### src/tei_pkg.sv
// Shared types, constants and codes for the tree ensemble inference unit.
package tei_pkg;

  // Default sizing
  localparam int unsigned NUM_TREES_DEF      = 8;
  localparam int unsigned NODES_PER_TREE_DEF = 256;
  localparam int unsigned WALK_DEPTH_DEF     = 16;

  // Number of feature inputs that carry real values
  localparam int unsigned NUM_FEATURES  = 8;
  localparam int unsigned FEAT_W        = 32;
  localparam int unsigned ADDR_W        = 11;
  localparam int unsigned WORD_W        = 64;
  localparam int unsigned SPLIT_W       = 37;
  localparam int unsigned LINK_W        = 50;
  localparam int unsigned CONF_W        = 17;

  // Configuration port
  localparam int unsigned CFG_IDX_W  = 2;
  localparam int unsigned CFG_DATA_W = 5;
  localparam logic [CFG_IDX_W-1:0] CFG_TREES_IN_USE = 2'd0;
  localparam logic [CFG_IDX_W-1:0] CFG_DEPTH_LIMIT  = 2'd1;
  localparam logic [3:0] TREES_RESET = 4'd0;
  localparam logic [4:0] DEPTH_RESET = 5'd16;

  // Request field codes
  localparam logic CMD_WRITE   = 1'b0;
  localparam logic CMD_PREDICT = 1'b1;
  localparam logic WSEL_SPLIT  = 1'b0;
  localparam logic WSEL_LINK   = 1'b1;

  // Fixed-point constant one in Q1.16
  localparam logic [CONF_W-1:0] Q_ONE = 17'h10000;

  typedef enum logic [1:0] {
    ITEM_WR_SPLIT,
    ITEM_WR_LINK,
    ITEM_PREDICT,
    ITEM_DROP
  } item_kind_e;

  typedef struct packed {
    item_kind_e                          kind;
    logic [ADDR_W-1:0]                   addr;
    logic [WORD_W-1:0]                   word;
    logic [NUM_FEATURES-1:0][FEAT_W-1:0] feat;
  } item_t;

  typedef enum logic [3:0] {
    ST_IDLE,
    ST_WALK_RD,
    ST_WALK_EV,
    ST_DIV_MEAN,
    ST_VAR_RD,
    ST_VAR_AB,
    ST_VAR_M0,
    ST_VAR_M1,
    ST_VAR_M2,
    ST_VAR_M3,
    ST_DIV_VAR,
    ST_SQRT,
    ST_OUT
  } back_state_e;

endpackage

### src/tei_chan_if.sv
// Request and response channel interfaces of the tree ensemble inference unit.
interface tei_in_if;
  logic               valid;
  logic               ready;
  logic               cmd;
  logic [10:0]        node_address;
  logic               word_select;
  logic [63:0]        node_word;
  logic signed [31:0] sma_short_ratio;
  logic signed [31:0] sma_long_ratio;
  logic signed [31:0] rsi_value;
  logic signed [31:0] volatility_value;
  logic signed [31:0] volume_ratio_value;
  logic signed [31:0] momentum_short;
  logic signed [31:0] momentum_long;
  logic signed [31:0] sentiment_value;

  modport source (
    output valid, cmd, node_address, word_select, node_word,
           sma_short_ratio, sma_long_ratio, rsi_value, volatility_value,
           volume_ratio_value, momentum_short, momentum_long, sentiment_value,
    input  ready
  );
  modport sink (
    input  valid, cmd, node_address, word_select, node_word,
           sma_short_ratio, sma_long_ratio, rsi_value, volatility_value,
           volume_ratio_value, momentum_short, momentum_long, sentiment_value,
    output ready
  );
endinterface


### src/tei_front.sv
// Front end: accepts requests, classifies them and queues them for the back end.
module tei_front #(
  parameter int unsigned NUM_TREES      = tei_pkg::NUM_TREES_DEF,
  parameter int unsigned NODES_PER_TREE = tei_pkg::NODES_PER_TREE_DEF
) (
  input  logic           clk_i,
  input  logic           rst_ni,
  tei_in_if.sink         req,
  output tei_pkg::item_t q_item_o,
  output logic           q_valid_o,
  input  logic           q_pop_i
);

  localparam int unsigned TABLE_DEPTH = NUM_TREES * NODES_PER_TREE;

  tei_pkg::item_t fifo_q [2];
  logic           wr_ptr_q, wr_ptr_d;
  logic           rd_ptr_q, rd_ptr_d;
  logic [1:0]     cnt_q, cnt_d;
  tei_pkg::item_t item_in;
  logic           push;

  // Classify the incoming request
  always_comb begin
    item_in.addr = req.node_address;
    item_in.word = req.node_word;
    item_in.feat = {req.sentiment_value, req.momentum_long, req.momentum_short,
                    req.volume_ratio_value, req.volatility_value, req.rsi_value,
                    req.sma_long_ratio, req.sma_short_ratio};
    if (req.cmd == tei_pkg::CMD_PREDICT) begin
      item_in.kind = tei_pkg::ITEM_PREDICT;
    end else if (32'(req.node_address) >= 32'(TABLE_DEPTH)) begin
      item_in.kind = tei_pkg::ITEM_DROP;
    end else if (req.word_select == tei_pkg::WSEL_LINK) begin
      item_in.kind = tei_pkg::ITEM_WR_LINK;
    end else begin
      item_in.kind = tei_pkg::ITEM_WR_SPLIT;
    end
  end

  assign req.ready = (cnt_q != 2'd2);
  assign push      = req.valid && req.ready;
  assign q_valid_o = (cnt_q != 2'd0);
  assign q_item_o  = fifo_q[rd_ptr_q];

  // Two-entry queue pointers
  always_comb begin
    wr_ptr_d = wr_ptr_q;
    rd_ptr_d = rd_ptr_q;
    cnt_d    = cnt_q;
    if (push) begin
      wr_ptr_d = ~wr_ptr_q;
    end
    if (q_pop_i && q_valid_o) begin
      rd_ptr_d = ~rd_ptr_q;
    end
    unique case ({push, q_pop_i && q_valid_o})
      2'b10:   cnt_d = cnt_q + 2'd1;
      2'b01:   cnt_d = cnt_q - 2'd1;
      default: cnt_d = cnt_q;
    endcase
  end

  always_ff @(posedge clk_i or negedge rst_ni) begin
    if (!rst_ni) begin
      wr_ptr_q <= 1'b0;
      rd_ptr_q <= 1'b0;
      cnt_q    <= 2'd0;
    end else begin
      wr_ptr_q <= wr_ptr_d;
      rd_ptr_q <= rd_ptr_d;
      cnt_q    <= cnt_d;
    end
  end

  // Queue storage
  always_ff @(posedge clk_i) begin
    if (push) begin
      fifo_q[wr_ptr_q] <= item_in;
    end
  end

endmodule

### src/flat_wrapper.sv
// flat-port wrapper written by rule: the top's interface ports become plain ports
module tei_front_flat 
#(
  parameter int unsigned NUM_TREES      = tei_pkg::NUM_TREES_DEF,
  parameter int unsigned NODES_PER_TREE = tei_pkg::NODES_PER_TREE_DEF
)
  (clk_i, rst_ni, q_item_o, q_valid_o, q_pop_i, req_valid, req_cmd, req_node_address, req_word_select, req_node_word, req_sma_short_ratio, req_sma_long_ratio, req_rsi_value, req_volatility_value, req_volume_ratio_value, req_momentum_short, req_momentum_long, req_sentiment_value, req_ready);
  tei_in_if req_i ();
  input  logic clk_i;
  input  logic rst_ni;
  output tei_pkg::item_t q_item_o;
  output logic q_valid_o;
  input  logic q_pop_i;
  input wire logic [$bits(req_i.valid)-1:0] req_valid;
  input wire logic [$bits(req_i.cmd)-1:0] req_cmd;
  input wire logic [$bits(req_i.node_address)-1:0] req_node_address;
  input wire logic [$bits(req_i.word_select)-1:0] req_word_select;
  input wire logic [$bits(req_i.node_word)-1:0] req_node_word;
  input wire logic [$bits(req_i.sma_short_ratio)-1:0] req_sma_short_ratio;
  input wire logic [$bits(req_i.sma_long_ratio)-1:0] req_sma_long_ratio;
  input wire logic [$bits(req_i.rsi_value)-1:0] req_rsi_value;
  input wire logic [$bits(req_i.volatility_value)-1:0] req_volatility_value;
  input wire logic [$bits(req_i.volume_ratio_value)-1:0] req_volume_ratio_value;
  input wire logic [$bits(req_i.momentum_short)-1:0] req_momentum_short;
  input wire logic [$bits(req_i.momentum_long)-1:0] req_momentum_long;
  input wire logic [$bits(req_i.sentiment_value)-1:0] req_sentiment_value;
  output wire logic [$bits(req_i.ready)-1:0] req_ready;
  assign req_i.valid = req_valid;
  assign req_i.cmd = req_cmd;
  assign req_i.node_address = req_node_address;
  assign req_i.word_select = req_word_select;
  assign req_i.node_word = req_node_word;
  assign req_i.sma_short_ratio = req_sma_short_ratio;
  assign req_i.sma_long_ratio = req_sma_long_ratio;
  assign req_i.rsi_value = req_rsi_value;
  assign req_i.volatility_value = req_volatility_value;
  assign req_i.volume_ratio_value = req_volume_ratio_value;
  assign req_i.momentum_short = req_momentum_short;
  assign req_i.momentum_long = req_momentum_long;
  assign req_i.sentiment_value = req_sentiment_value;
  assign req_ready = req_i.ready;
  tei_front #(.NUM_TREES(NUM_TREES), .NODES_PER_TREE(NODES_PER_TREE)) u_core (.clk_i(clk_i), .rst_ni(rst_ni), .req(req_i), .q_item_o(q_item_o), .q_valid_o(q_valid_o), .q_pop_i(q_pop_i));
endmodule
### config.mk
export PLATFORM = sky130hd
export DESIGN_NAME = tei_front_flat
export DESIGN_NICKNAME = d
export VERILOG_FILES = /design/src/tei_pkg.sv /design/src/tei_chan_if.sv /design/src/tei_front.sv /design/src/flat_wrapper.sv
export SDC_FILE = /design/constraint.sdc
export NUM_CORES = 1
export LEC_CHECK = 0
export ABC_CLOCK_PERIOD_IN_PS = 30300
export BUFFER_PORTS_ARGS = -buffer_cell sky130_fd_sc_hd__clkbuf_2
export CAP_MARGIN = 20
export CORE_AREA = 2 2 263 265
export CTS_CLUSTER_DIAMETER = 60
export DETAILED_ROUTE_END_ITERATION = 10
export DIE_AREA = 0 0 265 267
export PLACE_DENSITY = 0.59
export SLEW_MARGIN = 20
export SYNTH_ARGS = -nofsm -noshare
export SYNTH_HDL_FRONTEND = slang
export SYNTH_SLANG_ARGS = --single-unit
export TNS_END_PERCENT = 30
### constraint.sdc
create_clock -name clk_i -period 30.3 [get_ports clk_i]
set_clock_uncertainty 0.15 [all_clocks]
set_input_delay 4.545 -clock clk_i [delete_from_list [all_inputs] [get_ports clk_i]]
set_output_delay 4.545 -clock clk_i [all_outputs]
set_load 0.02 [all_outputs]
==> tab_implementation.tex, run 1 <==
\begin{tabular}{lr}
\hline
Metric & Value \\
\hline
\multicolumn{2}{l}{\textbf{Power}} \\
Overall power consumption & 3.365 mW \\
IR drop worst, VDD & 0.05931 mV \\
Power density over cell area & 105.2 nW/um\^{}2 \\
Lkg Pwr & 12.75 nW \\
\multicolumn{2}{l}{\textbf{Clock tree}} \\
Postcts setup bufs & 0 \\
CTS clk-pin slew, worst paths & 60 ps \\
Number of levels in the clock H-tree & 3 \\
Number of instances resized during post-cts repair & 0 \\
Clock sink total & 670 \\
Clk buf depth & 3 \\
Worst-Skew Late Latency & 590 ps \\
Root Buffer & sky130\_fd\_sc\_hd\_\_clkbuf\_16 \\
Clock tree from TritonCTS & yes \\
Hold\_buf cts & 0 \\
CTS buffer count & 73 \\
\multicolumn{2}{l}{\textbf{Synthesis}} \\
Synth Cell Area & 25300 um\^{}2 \\
Yosys warning total & 0 \\
Synthesized Nets & 1392 \\
Mapped Cells & 1054 \\
Library cells used by synthesis & 16 \\
Average cell area after synthesis & 24.00 um\^{}2 \\
Flops \& latches, synth & 670 \\
Sequential fraction of the synthesis area & 79.45\% \\
\multicolumn{2}{l}{\textbf{Critical path}} \\
Worst-case register-to-register setup slack & 26150 ps \\
Worst Path Required & 25610 ps \\
Worst reg-to-reg path cell count & 6 \\
Gate family responsible for the most delay along the worst path & buffers and inverters \\
CP Capture Type & output pin \\
CP arrival & 4640 ps \\
Type of the setup path with the least slack & flip-flop to output pin \\
Logic depth of the worst path, buffers included & 5 \\
Crit-path most repeated cell & sky130\_fd\_sc\_hd\_\_buf\_4 \\
Critical path launch point type & flip-flop \\
Buf+Inv Stages, Crit Path & 4 \\
Largest stage delay, worst path & 850 ps \\
Cell Chain, Critical Path & buf\_4 -> buf\_4 -> buf\_4 -> mux2\_2 -> clkbuf\_2 \\
Worst Path Max Fanout & 54 \\
Highest-delay cell along the critical path & sky130\_fd\_sc\_hd\_\_buf\_4 \\
\multicolumn{2}{l}{\textbf{Layout}} \\
Layout net count & 2117 \\
Syn-to-layout area delta & 26.47\% \\
Filler cell count in the final layout & 5845 \\
Share of layout cells above drive strength 1 & 61.34\% \\
\multicolumn{2}{l}{\textbf{Timing}} \\
Worst relative slew slack & 27.81\% \\
Ratio of final minimum period to clock period & 30.81\% \\
Final critical delay including setup and external delays & 9336 ps \\
Final hold violation count & 0 \\
Max Transition Viols Final & 0 \\
Final setup fails & 0 \\
Unrepaired setup endpoints after global routing & false \\
Slew at the pin with the worst max-slew slack & 1083 ps \\
Max frequency & 107.1 MHz \\
Total Negative Setup Slacks & 0 ps \\
\multicolumn{2}{l}{\textbf{Die}} \\
Height of the die & 267 um \\
X dimension of the die & 265 um \\
Initial cell density of the core & 37.21\% \\
Core Footprint & 67990 um\^{}2 \\
Die outline area & 70760 um\^{}2 \\
Std-Cell Rows & 96 \\
Io pins & 672 \\
\multicolumn{2}{l}{\textbf{Route}} \\
Routed wire length per instance & 21.01 um \\
Number of DRC violations after detailed routing & 0 \\
First-pass iteration count of the detailed router & 4 \\
Final wirelength & 57310 um \\
Via density per instance & 4.598 \\
Detailed Route Iter0 Violations & 661 \\
DRT antenna net count & 0 \\
Vias & 12540 \\
\multicolumn{2}{l}{\textbf{Global routing}} \\
Pin count of the biggest net entering global routing & 77 \\
Total global-route track usage & 15.43\% \\
Via count of the first global-routing pass & 13330 \\
Total gr overflow & 0 \\
Wire length of the first global-routing pass & 81630 um \\
Antenna violations before repair & 15 \\
\multicolumn{2}{l}{\textbf{Worst hold path}} \\
Hold-critical path depth & 1 \\
Worst Hold Class & flip-flop to flip-flop \\
\multicolumn{2}{l}{\textbf{Status}} \\
Run status & finished, final reports clean \\
\multicolumn{2}{l}{\textbf{Flow run}} \\
Number of max-cap violations & 0 \\
\multicolumn{2}{l}{\textbf{Placement}} \\
Final HPWL from detailed placement & 40220 um \\
Final weighted congestion of routability-driven global placement & 0.7977 \\
Port bufs & 671 \\
\hline
\end{tabular}
==> registers in the layout, indices dropped and copies added (netlist names) <==
name and flops:
u_core.rd_ptr_q 1, u_core.cnt_q 2, u_core.fifo_q 666, u_core.wr_ptr_q 1
==> cell families after synthesis <==
logic type | share of synthesized area (%)
XOR/XNOR | 0.1731
buffers and inverters | 1.474
flip-flops | 79.45
AND/OR/NAND/NOR | 0.1682
adder cells (fa/ha/maj) | 0.04945
multiplexers | 18.68
==> placed cells by master, fill, tap and decap left out <==
cell type	netlist	final
sky130_fd_sc_hd__and2_1	1	1
sky130_fd_sc_hd__and3_4	0	1
sky130_fd_sc_hd__buf_12	0	1
sky130_fd_sc_hd__buf_16	0	1
sky130_fd_sc_hd__buf_4	0	14
sky130_fd_sc_hd__bufinv_16	0	7
sky130_fd_sc_hd__clkbuf_1	0	12
sky130_fd_sc_hd__clkbuf_16	0	76
sky130_fd_sc_hd__clkbuf_2	0	671
sky130_fd_sc_hd__clkinv_1	0	19
sky130_fd_sc_hd__clkinv_2	0	10
sky130_fd_sc_hd__clkinv_4	0	2
sky130_fd_sc_hd__clkinv_8	0	5
sky130_fd_sc_hd__clkinvlp_4	0	2
sky130_fd_sc_hd__dfrtp_1	4	3
sky130_fd_sc_hd__dfrtp_4	0	1
sky130_fd_sc_hd__diode_2	0	7
sky130_fd_sc_hd__edfxtp_1	666	666
sky130_fd_sc_hd__ha_1	1	1
sky130_fd_sc_hd__inv_16	0	1
sky130_fd_sc_hd__inv_6	0	1
sky130_fd_sc_hd__mux2_2	73	73
sky130_fd_sc_hd__mux2_4	260	260
sky130_fd_sc_hd__nand2_1	1	1
sky130_fd_sc_hd__nand2b_1	1	1
sky130_fd_sc_hd__nor2_1	2	1
sky130_fd_sc_hd__nor2_4	0	1
sky130_fd_sc_hd__nor2b_1	1	1
sky130_fd_sc_hd__or2_2	1	1
sky130_fd_sc_hd__xnor2_1	3	3
sky130_fd_sc_hd__xor2_1	2	2
==> layout make-up <==
| type | instances | area [um^2] | area share [%] |
|---|---|---|---|
| sequential | 670 | 20100 | 62.84 |
| multi-input combinational | 347 | 4837 | 15.12 |
| timing repair buffer | 687 | 3511 | 10.97 |
| clock buffer | 88 | 1947 | 6.085 |
| tap | 882 | 1104 | 3.449 |
| clock inverter | 47 | 474.2 | 1.482 |
| antenna | 7 | 17.52 | 0.05475 |
==> power breakdown <==
group,internal [mW],switching [mW],leakage (nW)
Clock,0.523,0.357,1.18
Sequential,1.27,0.0594,6.23
Combinational,0.473,0.684,5.34
Total,2.27,1.10,12.8
==> through the flow <==
| stage | std cells | hold slack (ps) | utilization, % | setup WS (ps) | instance area [um^2] |
|---|---|---|---|---|---|
| global route | 2727 | 399.0 | 47.06 | 20700 | 31990 |
| detailed placement | 2584 | 342.6 | 43.40 | 21110 | 29510 |
| global placement | 2584 | 328.8 | 43.40 | 21230 | 29510 |
| floorplan | 1054 | 305.9 | - | 10690 | 25300 |
| CTS | 2719 | 363.2 | 46.96 | 20430 | 31930 |
| finish | 2728 | 362.5 | 47.06 | 20960 | 31990 |
==> synth_stat cells, drive strengths merged <==
cell type	instances	share of area (%)
nor2	2	0.030
xor2	2	0.069
mux2	333	19
edfxtp	666	79
nand2b	1	0.025
or2	1	0.025
and3	1	0.025
ha	1	0.049
dfrtp	4	0.40
nand2	1	0.015
xnor2	3	0.10
nor2b	1	0.025
buf	37	1.5
and2	1	0.025
==> worst paths after layout <==
| path | startpoint | to |
|---|---|---|
| worst max-delay path | u_core.rd_ptr_q$_DFFE_PN0P_ | q_item_o[324] |
| min in group asynchronous | rst_ni | u_core.wr_ptr_q$_DFFE_PN0N_ |
| max in group asynchronous | rst_ni | u_core.rd_ptr_q$_DFFE_PN0P_ |
| worst max register to register | u_core.cnt_q[0]$_DFFE_PN0P_ | u_core.fifo_q[0][324]$_DFFE_PP_ |
| worst min register to register | u_core.cnt_q[1]$_DFFE_PN0P_ | u_core.cnt_q[1]$_DFFE_PN0P_ |
| worst min-delay path | u_core.cnt_q[1]$_DFFE_PN0P_ | u_core.cnt_q[1]$_DFFE_PN0P_ |
==> routing by layer <==
layer  share of wire, %  vias up  GRT usage [%]
li1                   -     5701              -
met1                 36     6272          16.63
met5               0.20        -              0
met4                3.3       16          6.795
met3                7.9      120          5.508
met2                 53      435          27.28
Power figures use the tool's default switching activity.
==> run 2: changes to the inputs <==
Settings changed: ABC_CLOCK_PERIOD_IN_PS 30300 to 8450, PLACE_DENSITY 0.59 to 0.61.
Clock period 30.3 ns to 8.45 ns, I/O delays scaled along.
==> tab_implementation.tex, run 2 (synthesized netlist as in run 1, its figures left out) <==
\begin{tabular}{lr}
\hline
Metric & Value \\
\hline
\multicolumn{2}{l}{\textbf{Worst hold path}} \\
Worst Hold Class & input port to asynchronous set/reset pin \\
\multicolumn{2}{l}{\textbf{Status}} \\
Run status & finished, final reports clean \\
\multicolumn{2}{l}{\textbf{Route}} \\
DRT antenna net count & 0 \\
Routed wire length per instance & 20.96 um \\
Detailed Route Iter0 Violations & 721 \\
Vias & 12470 \\
Number of DRC violations after detailed routing & 0 \\
Via density per instance & 4.582 \\
Final wirelength & 57050 um \\
First-pass iteration count of the detailed router & 4 \\
\multicolumn{2}{l}{\textbf{Clock tree}} \\
Postcts setup bufs & 0 \\
Clock sink total & 670 \\
Clock tree from TritonCTS & yes \\
Clk buf depth & 3 \\
Number of levels in the clock H-tree & 3 \\
CTS clk-pin slew, worst paths & 60 ps \\
Hold\_buf cts & 0 \\
CTS buffer count & 74 \\
Number of instances resized during post-cts repair & 0 \\
Worst-Skew Late Latency & 590 ps \\
Root Buffer & sky130\_fd\_sc\_hd\_\_clkbuf\_16 \\
\multicolumn{2}{l}{\textbf{Die}} \\
X dimension of the die & 265 um \\
Height of the die & 267 um \\
Initial cell density of the core & 37.21\% \\
Io pins & 672 \\
Core Footprint & 67990 um\^{}2 \\
Std-Cell Rows & 96 \\
Die outline area & 70760 um\^{}2 \\
\multicolumn{2}{l}{\textbf{Global routing}} \\
Total gr overflow & 0 \\
Most used routing layer & met2 \\
Total global-route track usage & 15.29\% \\
Pin count of the biggest net entering global routing & 161 \\
Antenna violations before repair & 16 \\
Via count of the first global-routing pass & 12940 \\
Wire length of the first global-routing pass & 80320 um \\
Met1 layer usage reported by global route & 16.71\% \\
GR Layer Usage met3 & 5.231\% \\
Met2 demand-to-capacity share in global routing & 26.85\% \\
\multicolumn{2}{l}{\textbf{Critical path}} \\
Worst reg-to-reg path cell count & 4 \\
Worst Path Max Fanout & 120 \\
Critical path launch point type & flip-flop \\
Logic depth of the worst path, buffers included & 3 \\
Highest-delay cell along the critical path & sky130\_fd\_sc\_hd\_\_dfrtp\_4 \\
Buf+Inv Stages, Crit Path & 2 \\
Largest stage delay, worst path & 930 ps \\
Cell Chain, Critical Path & buf\_12 -> mux2\_2 -> clkbuf\_2 \\
CP arrival & 3080 ps \\
Worst Path Required & 7030 ps \\
Gate family responsible for the most delay along the worst path & flip-flops \\
CP Capture Type & output pin \\
Type of the setup path with the least slack & flip-flop to output pin \\
\multicolumn{2}{l}{\textbf{Timing}} \\
Unrepaired setup endpoints after global routing & false \\
Slew at the pin with the worst max-slew slack & 1146 ps \\
Max frequency & 222.4 MHz \\
Worst relative slew slack & 23.60\% \\
Final setup fails & 0 \\
Ratio of final minimum period to clock period & 53.21\% \\
Max Transition Viols Final & 0 \\
Worst hold margin & 317.8 ps \\
Final critical delay including setup and external delays & 4496 ps \\
Final hold violation count & 0 \\
\multicolumn{2}{l}{\textbf{Layout}} \\
Biggest regs & u\_core.fifo\_q (666), u\_core.cnt\_q (2) \\
Share of layout cells above drive strength 1 & 61.27\% \\
Total area of sequential cells & 20100 um\^{}2 \\
Area of all placed cells without fillers & 31910 um\^{}2 \\
Layout net count & 2110 \\
Syn-to-layout area delta & 26.13\% \\
Commonest cells after routing, fill and taps aside & sky130\_fd\_sc\_hd\_\_clkbuf\_2, sky130\_fd\_sc\_hd\_\_edfxtp\_1, sky130\_fd\_sc\_hd\_\_mux2\_4, sky130\_fd\_sc\_hd\_\_clkbuf\_16, sky130\_fd\_sc\_hd\_\_mux2\_2 \\
Max reg flops & 666 \\
Filler cell count in the final layout & 5781 \\
Register name with the most flops & u\_core.fifo\_q \\
Area of the multi-input gates & 4837 um\^{}2 \\
Most common cell after layout, fill and taps aside & sky130\_fd\_sc\_hd\_\_clkbuf\_2 \\
\multicolumn{2}{l}{\textbf{Power}} \\
Lkg Pwr & 12.67 nW \\
IR drop worst, VDD & 0.2436 mV \\
Overall power consumption & 11.98 mW \\
Power density over cell area & 375.4 nW/um\^{}2 \\
\multicolumn{2}{l}{\textbf{Placement}} \\
Port bufs & 671 \\
Final HPWL from detailed placement & 39250 um \\
Placement Cell Area & 29540 um\^{}2 \\
Final weighted congestion of routability-driven global placement & 0.8125 \\
\multicolumn{2}{l}{\textbf{Flow run}} \\
Number of max-cap violations & 0 \\
\hline
\end{tabular}
## run 2: cell count changes in the layout (fill, tap and decap cells not counted), moves of 2 or more
cell,change
sky130_fd_sc_hd__clkbuf_1,+3
sky130_fd_sc_hd__inv_6,+2
sky130_fd_sc_hd__clkinv_8,-3
sky130_fd_sc_hd__buf_12,+5
sky130_fd_sc_hd__buf_4,-12
sky130_fd_sc_hd__clkinv_1,-6
sky130_fd_sc_hd__diode_2,+4
sky130_fd_sc_hd__bufinv_16,-3
sky130_fd_sc_hd__clkinvlp_4,+4
## run 2: worst paths after layout
path / startpoint / to / slack [ps]
max in group asynchronous: rst_ni / u_core.rd_ptr_q$_DFFE_PN0P_ / 7690
hold reg to reg: u_core.cnt_q[1]$_DFFE_PN0P_ / u_core.cnt_q[1]$_DFFE_PN0P_ / 330
min in group clk_i: u_core.cnt_q[1]$_DFFE_PN0P_ / u_core.cnt_q[1]$_DFFE_PN0P_ / 330
hold / removal: rst_ni / u_core.rd_ptr_q$_DFFE_PN0P_ / 320
setup reg to reg: u_core.cnt_q[0]$_DFFE_PN0P_ / u_core.fifo_q[0][301]$_DFFE_PP_ / 5480
setup / recovery: u_core.rd_ptr_q$_DFFE_PN0P_ / q_item_o[332] / 3950
## run 2: worst register-to-register path: stages, from the launching register on
cell and delay [ps]:
sky130_fd_sc_hd__dfrtp_1 390, sky130_fd_sc_hd__nand2b_1 170, sky130_fd_sc_hd__nand2_1 150, sky130_fd_sc_hd__nor2_4 780, sky130_fd_sc_hd__buf_12 660
## run 2: final cells by class
cell class,instances,area share (%)
repair buffers,679,10.95
clock buffers,92,6.216
multi-input cells,347,15.16
clock inverters,40,1.122
diodes,11,0.08627
flip-flops and latches,670,63.01
well taps,882,3.459
## run 2: layer usage
metal	up-vias	wire [um]
met5	-	65
met3	119	4059
met1	6224	20970
met4	10	1944
met2	425	30000
li1	5689	-
## run 2: through the flow
stage / worst slack (ps) / utilization, % / std cells / setup TNS [ps]
after floorplan: -1292 / - / 1054 / -430250
after global placement: 4663 / 43.45 / 2578 / 0
after detailed placement: 4633 / 43.45 / 2578 / 0
after CTS: 3963 / 46.89 / 2710 / 0
after global routing: 3892 / 46.92 / 2719 / 0
final: 3954 / 46.93 / 2721 / 0
## run 2: report_power, final
group	internal [mW]	switching [mW]
registers	4.56	0.221
clock network	1.80	1.27
logic	1.71	2.42
==> run 3: changes to the inputs <==
Settings changed: ABC_AREA set to 1, ABC_CLOCK_PERIOD_IN_PS 8450 to 4000, CORE_AREA 2 2 263 265 to 2 2 258 260, DIE_AREA 0 0 265 267 to 0 0 260 262, PLACE_DENSITY 0.61 to 0.62.
Clock period 8.45 ns to 4 ns, I/O delays scaled along.
==> tab_implementation.tex, run 3 <==
\begin{tabular}{lr}
\hline
Metric & Value \\
\hline
\multicolumn{2}{l}{\textbf{Flow run}} \\
Number of max-cap violations & 0 \\
\multicolumn{2}{l}{\textbf{Synthesis}} \\
Predominant post-synthesis flop cell & sky130\_fd\_sc\_hd\_\_edfxtp\_1 \\
Most used standard cells in the synthesized netlist & sky130\_fd\_sc\_hd\_\_nand2\_1, sky130\_fd\_sc\_hd\_\_edfxtp\_1, sky130\_fd\_sc\_hd\_\_buf\_2 \\
Library cells used by synthesis & 14 \\
Top cell type's share of synthesized area & 81.95\% \\
Largest cells by area after synthesis & sky130\_fd\_sc\_hd\_\_edfxtp\_1, sky130\_fd\_sc\_hd\_\_nand2\_1, sky130\_fd\_sc\_hd\_\_buf\_4 \\
Average cell area after synthesis & 13.79 um\^{}2 \\
Yosys warning total & 0 \\
Leading cell type by number of instances after synthesis & sky130\_fd\_sc\_hd\_\_nand2\_1 \\
Synth Cell Area & 24400 um\^{}2 \\
Async S/R FF share, synth & 0.5970\% \\
Post-synthesis cell type with the largest combined area & sky130\_fd\_sc\_hd\_\_edfxtp\_1 \\
Mapped Cells & 1770 \\
Synthesized Nets & 2108 \\
Number of synthesized flops with an enable pin & 666 \\
Sequential fraction of the synthesis area & 82.36\% \\
Flops \& latches, synth & 670 \\
\multicolumn{2}{l}{\textbf{Layout}} \\
Share of layout cells above drive strength 1 & 30.50\% \\
Biggest regs & u\_core.fifo\_q (666), u\_core.cnt\_q (2) \\
Post-Layout Cell Count & 3544 \\
Max reg flops & 666 \\
Filler cell count in the final layout & 5657 \\
Register name with the most flops & u\_core.fifo\_q \\
Layout net count & 2957 \\
Most common cell after layout, fill and taps aside & sky130\_fd\_sc\_hd\_\_nand2\_1 \\
Syn-to-layout area delta & 33.84\% \\
Commonest cells after routing, fill and taps aside & sky130\_fd\_sc\_hd\_\_nand2\_1, sky130\_fd\_sc\_hd\_\_clkbuf\_2, sky130\_fd\_sc\_hd\_\_edfxtp\_1, sky130\_fd\_sc\_hd\_\_dlygate4sd3\_1, sky130\_fd\_sc\_hd\_\_clkbuf\_16 \\
\multicolumn{2}{l}{\textbf{Status}} \\
Run status & finished, final reports clean \\
\multicolumn{2}{l}{\textbf{Timing}} \\
Slack of the critical path & 930.9 ps \\
Final critical delay including setup and external delays & 3069 ps \\
Max Transition Viols Final & 0 \\
Worst relative slew slack & 44.72\% \\
Total Negative Setup Slacks & 0 ps \\
Final setup fails & 0 \\
Ratio of final minimum period to clock period & 76.73\% \\
Slew at the pin with the worst max-slew slack & 829.3 ps \\
Final hold violation count & 0 \\
Unrepaired setup endpoints after global routing & false \\
Max frequency & 325.8 MHz \\
\multicolumn{2}{l}{\textbf{Route}} \\
Via density per instance & 4.635 \\
Final wirelength & 63060 um \\
DRT antenna net count & 0 \\
Vias & 16430 \\
First-pass iteration count of the detailed router & 7 \\
Routed wire length per instance & 17.79 um \\
Detailed Route Iter0 Violations & 1196 \\
Number of DRC violations after detailed routing & 0 \\
\multicolumn{2}{l}{\textbf{Clock tree}} \\
CTS buffer count & 72 \\
Number of instances resized during post-cts repair & 0 \\
Clock sink total & 670 \\
Root Buffer & sky130\_fd\_sc\_hd\_\_clkbuf\_16 \\
CTS clk-pin slew, worst paths & 60 ps \\
Number of levels in the clock H-tree & 3 \\
Clock tree from TritonCTS & yes \\
Clk buf depth & 3 \\
Worst-Skew Late Latency & 590 ps \\
\multicolumn{2}{l}{\textbf{Die}} \\
Std-Cell Rows & 94 \\
X dimension of the die & 260 um \\
Height of the die & 262 um \\
Initial cell density of the core & 37.39\% \\
Die outline area & 68120 um\^{}2 \\
Core Footprint & 65280 um\^{}2 \\
Io pins & 672 \\
\multicolumn{2}{l}{\textbf{Global routing}} \\
Wire length of the first global-routing pass & 91650 um \\
Total global-route track usage & 17.62\% \\
Total gr overflow & 0 \\
Antenna violations before repair & 12 \\
Via count of the first global-routing pass & 16330 \\
Pin count of the biggest net entering global routing & 139 \\
\multicolumn{2}{l}{\textbf{Placement}} \\
Final HPWL from detailed placement & 42760 um \\
Dpl ws & 1529 ps \\
Port bufs & 671 \\
Placed Cells incl. Taps & 3269 \\
Final weighted congestion of routability-driven global placement & 0.8782 \\
\multicolumn{2}{l}{\textbf{Power}} \\
IR drop worst, VDD & 0.4304 mV \\
Power density over cell area & 780.8 nW/um\^{}2 \\
Lkg Pwr & 14.04 nW \\
\multicolumn{2}{l}{\textbf{Critical path}} \\
Type of the setup path with the least slack & flip-flop to output pin \\
Worst Path Required & 3250 ps \\
Startpoint of the most critical setup path & u\_core.rd\_ptr\_q\$\_DFFE\_PN0P\_ \\
CP arrival & 2320 ps \\
Worst reg-to-reg path cell count & 6 \\
Critical path launch point type & flip-flop \\
Worst Path Max Fanout & 59 \\
Worst-case register-to-register setup slack & 1910 ps \\
Critical register-to-register path startpoint & u\_core.cnt\_q[0]\$\_DFFE\_PN0P\_ \\
R2R Path End & u\_core.fifo\_q[0][281]\$\_DFFE\_PP\_ \\
Worst setup endpoint & q\_item\_o[158] \\
CP Capture Type & output pin \\
\multicolumn{2}{l}{\textbf{Worst hold path}} \\
Worst Hold Class & input port to flip-flop \\
\hline
\end{tabular}
run 3: cell count changes after synthesis, moves of 7 or more:
cell	previous run	this run
sky130_fd_sc_hd__mux2_4	260	0
sky130_fd_sc_hd__mux2_2	73	0
sky130_fd_sc_hd__buf_4	0	29
sky130_fd_sc_hd__nand2_1	1	1009
sky130_fd_sc_hd__buf_2	7	37
sky130_fd_sc_hd__inv_1	0	7
sky130_fd_sc_hd__clkbuf_1	0	7
sky130_fd_sc_hd__buf_6	30	0
run 3: final cells by class:
type / count / area [um^2] / share of cell area [%]
Antenna cell: 5 / 12.51 / 0.03831
Clock buffer: 91 / 1916 / 5.865
Clock inverter: 39 / 416.7 / 1.276
Inverter: 8 / 37.54 / 0.1149
Multi-Input combinational cell: 1019 / 3884 / 11.89
Sequential cell: 670 / 20100 / 61.55
Tap cell: 864 / 1081 / 3.310
Timing Repair Buffer: 848 / 5213 / 15.96
run 3: what timing repair did:
action | in CTS | in global routing
buffers inserted | 0 | 0
endpoints found under the hold margin | 265 | 0
hold buffers | 140 | 0
run 3: critical path, cell delays in order, from the launching register on:
cell and delay, ps:
sky130_fd_sc_hd__dfrtp_4 530, sky130_fd_sc_hd__inv_8 200, sky130_fd_sc_hd__buf_12 290, sky130_fd_sc_hd__buf_12 230
sky130_fd_sc_hd__nand2_1 70, sky130_fd_sc_hd__nand2_1 110, sky130_fd_sc_hd__clkbuf_2 190
run 3: cell families (layout without fill, tap and decap cells):
family                     after synthesis  count (layout)  synth area share (%)
other                                    0               5                     0
xor gates and xnor gates                 1               1               0.03590
AOI/OAI and AO/OA                        1               1               0.02049
and+or+nand+nor                       1016            1016                 15.65
adders and majority gates                1               1               0.05126
buffers and inverters                   81             986                 1.882
DFF                                    670             670                 82.36
run 3: metrics by stage:
| stage | hold slack (ps) | util (%) | power (mW) | cell area [um^2] |
|---|---|---|---|---|
| floorplan | 154.4 | - | 15.81 | 24440 |
| global placement | 274.8 | 44.30 | 18.99 | 28920 |
| detailed placement | 278.0 | 44.30 | 19.11 | 28920 |
| CTS | 0.07672 | 50.02 | 25.80 | 32650 |
| global route | 6.490 | 50.04 | 26.80 | 32660 |
| finish | 39.49 | 50.04 | 25.50 | 32660 |
run 3: where the power goes:
group	leakage, nW	internal (mW)	switching, mW
sequential	6.25	9.57	0.367
clock	1.13	3.82	2.69
combinational	6.67	2.45	6.61
run 3: how the worst min path moves through the flow:
stage | depth (start not counted) | startpoint | slack (ps) | end
3_5_place_dp | 1 | rst_ni | 280 | u_core.cnt_q[0]$_DFFE_PN0P_
3_3_place_gp | 1 | rst_ni | 270 | u_core.cnt_q[1]$_DFFE_PN0P_
6_report | 1 | req_node_word[4] | 40 | u_core.fifo_q[1][260]$_DFFE_PP_
4_1_cts | 1 | req_momentum_short[15] | 0.08 | u_core.fifo_q[1][175]$_DFFE_PP_
5_1_grt | 1 | req_sma_long_ratio[12] | 6 | u_core.fifo_q[1][44]$_DFFE_PP_
2_1_floorplan | 0 | rst_ni | 150 | u_core.cnt_q[0]$_DFFE_PN0P_
run 3: metal layers:
layer / track usage [%] / wire length (um) / vias to the layer above
met4: 8.876 / 2509 / 12
met1: 20.27 / 23270 / 7867
met2: 29.68 / 31670 / 666
li1: - / - / 7721
met5: 0 / 92 / -
met3: 5.633 / 5515 / 159
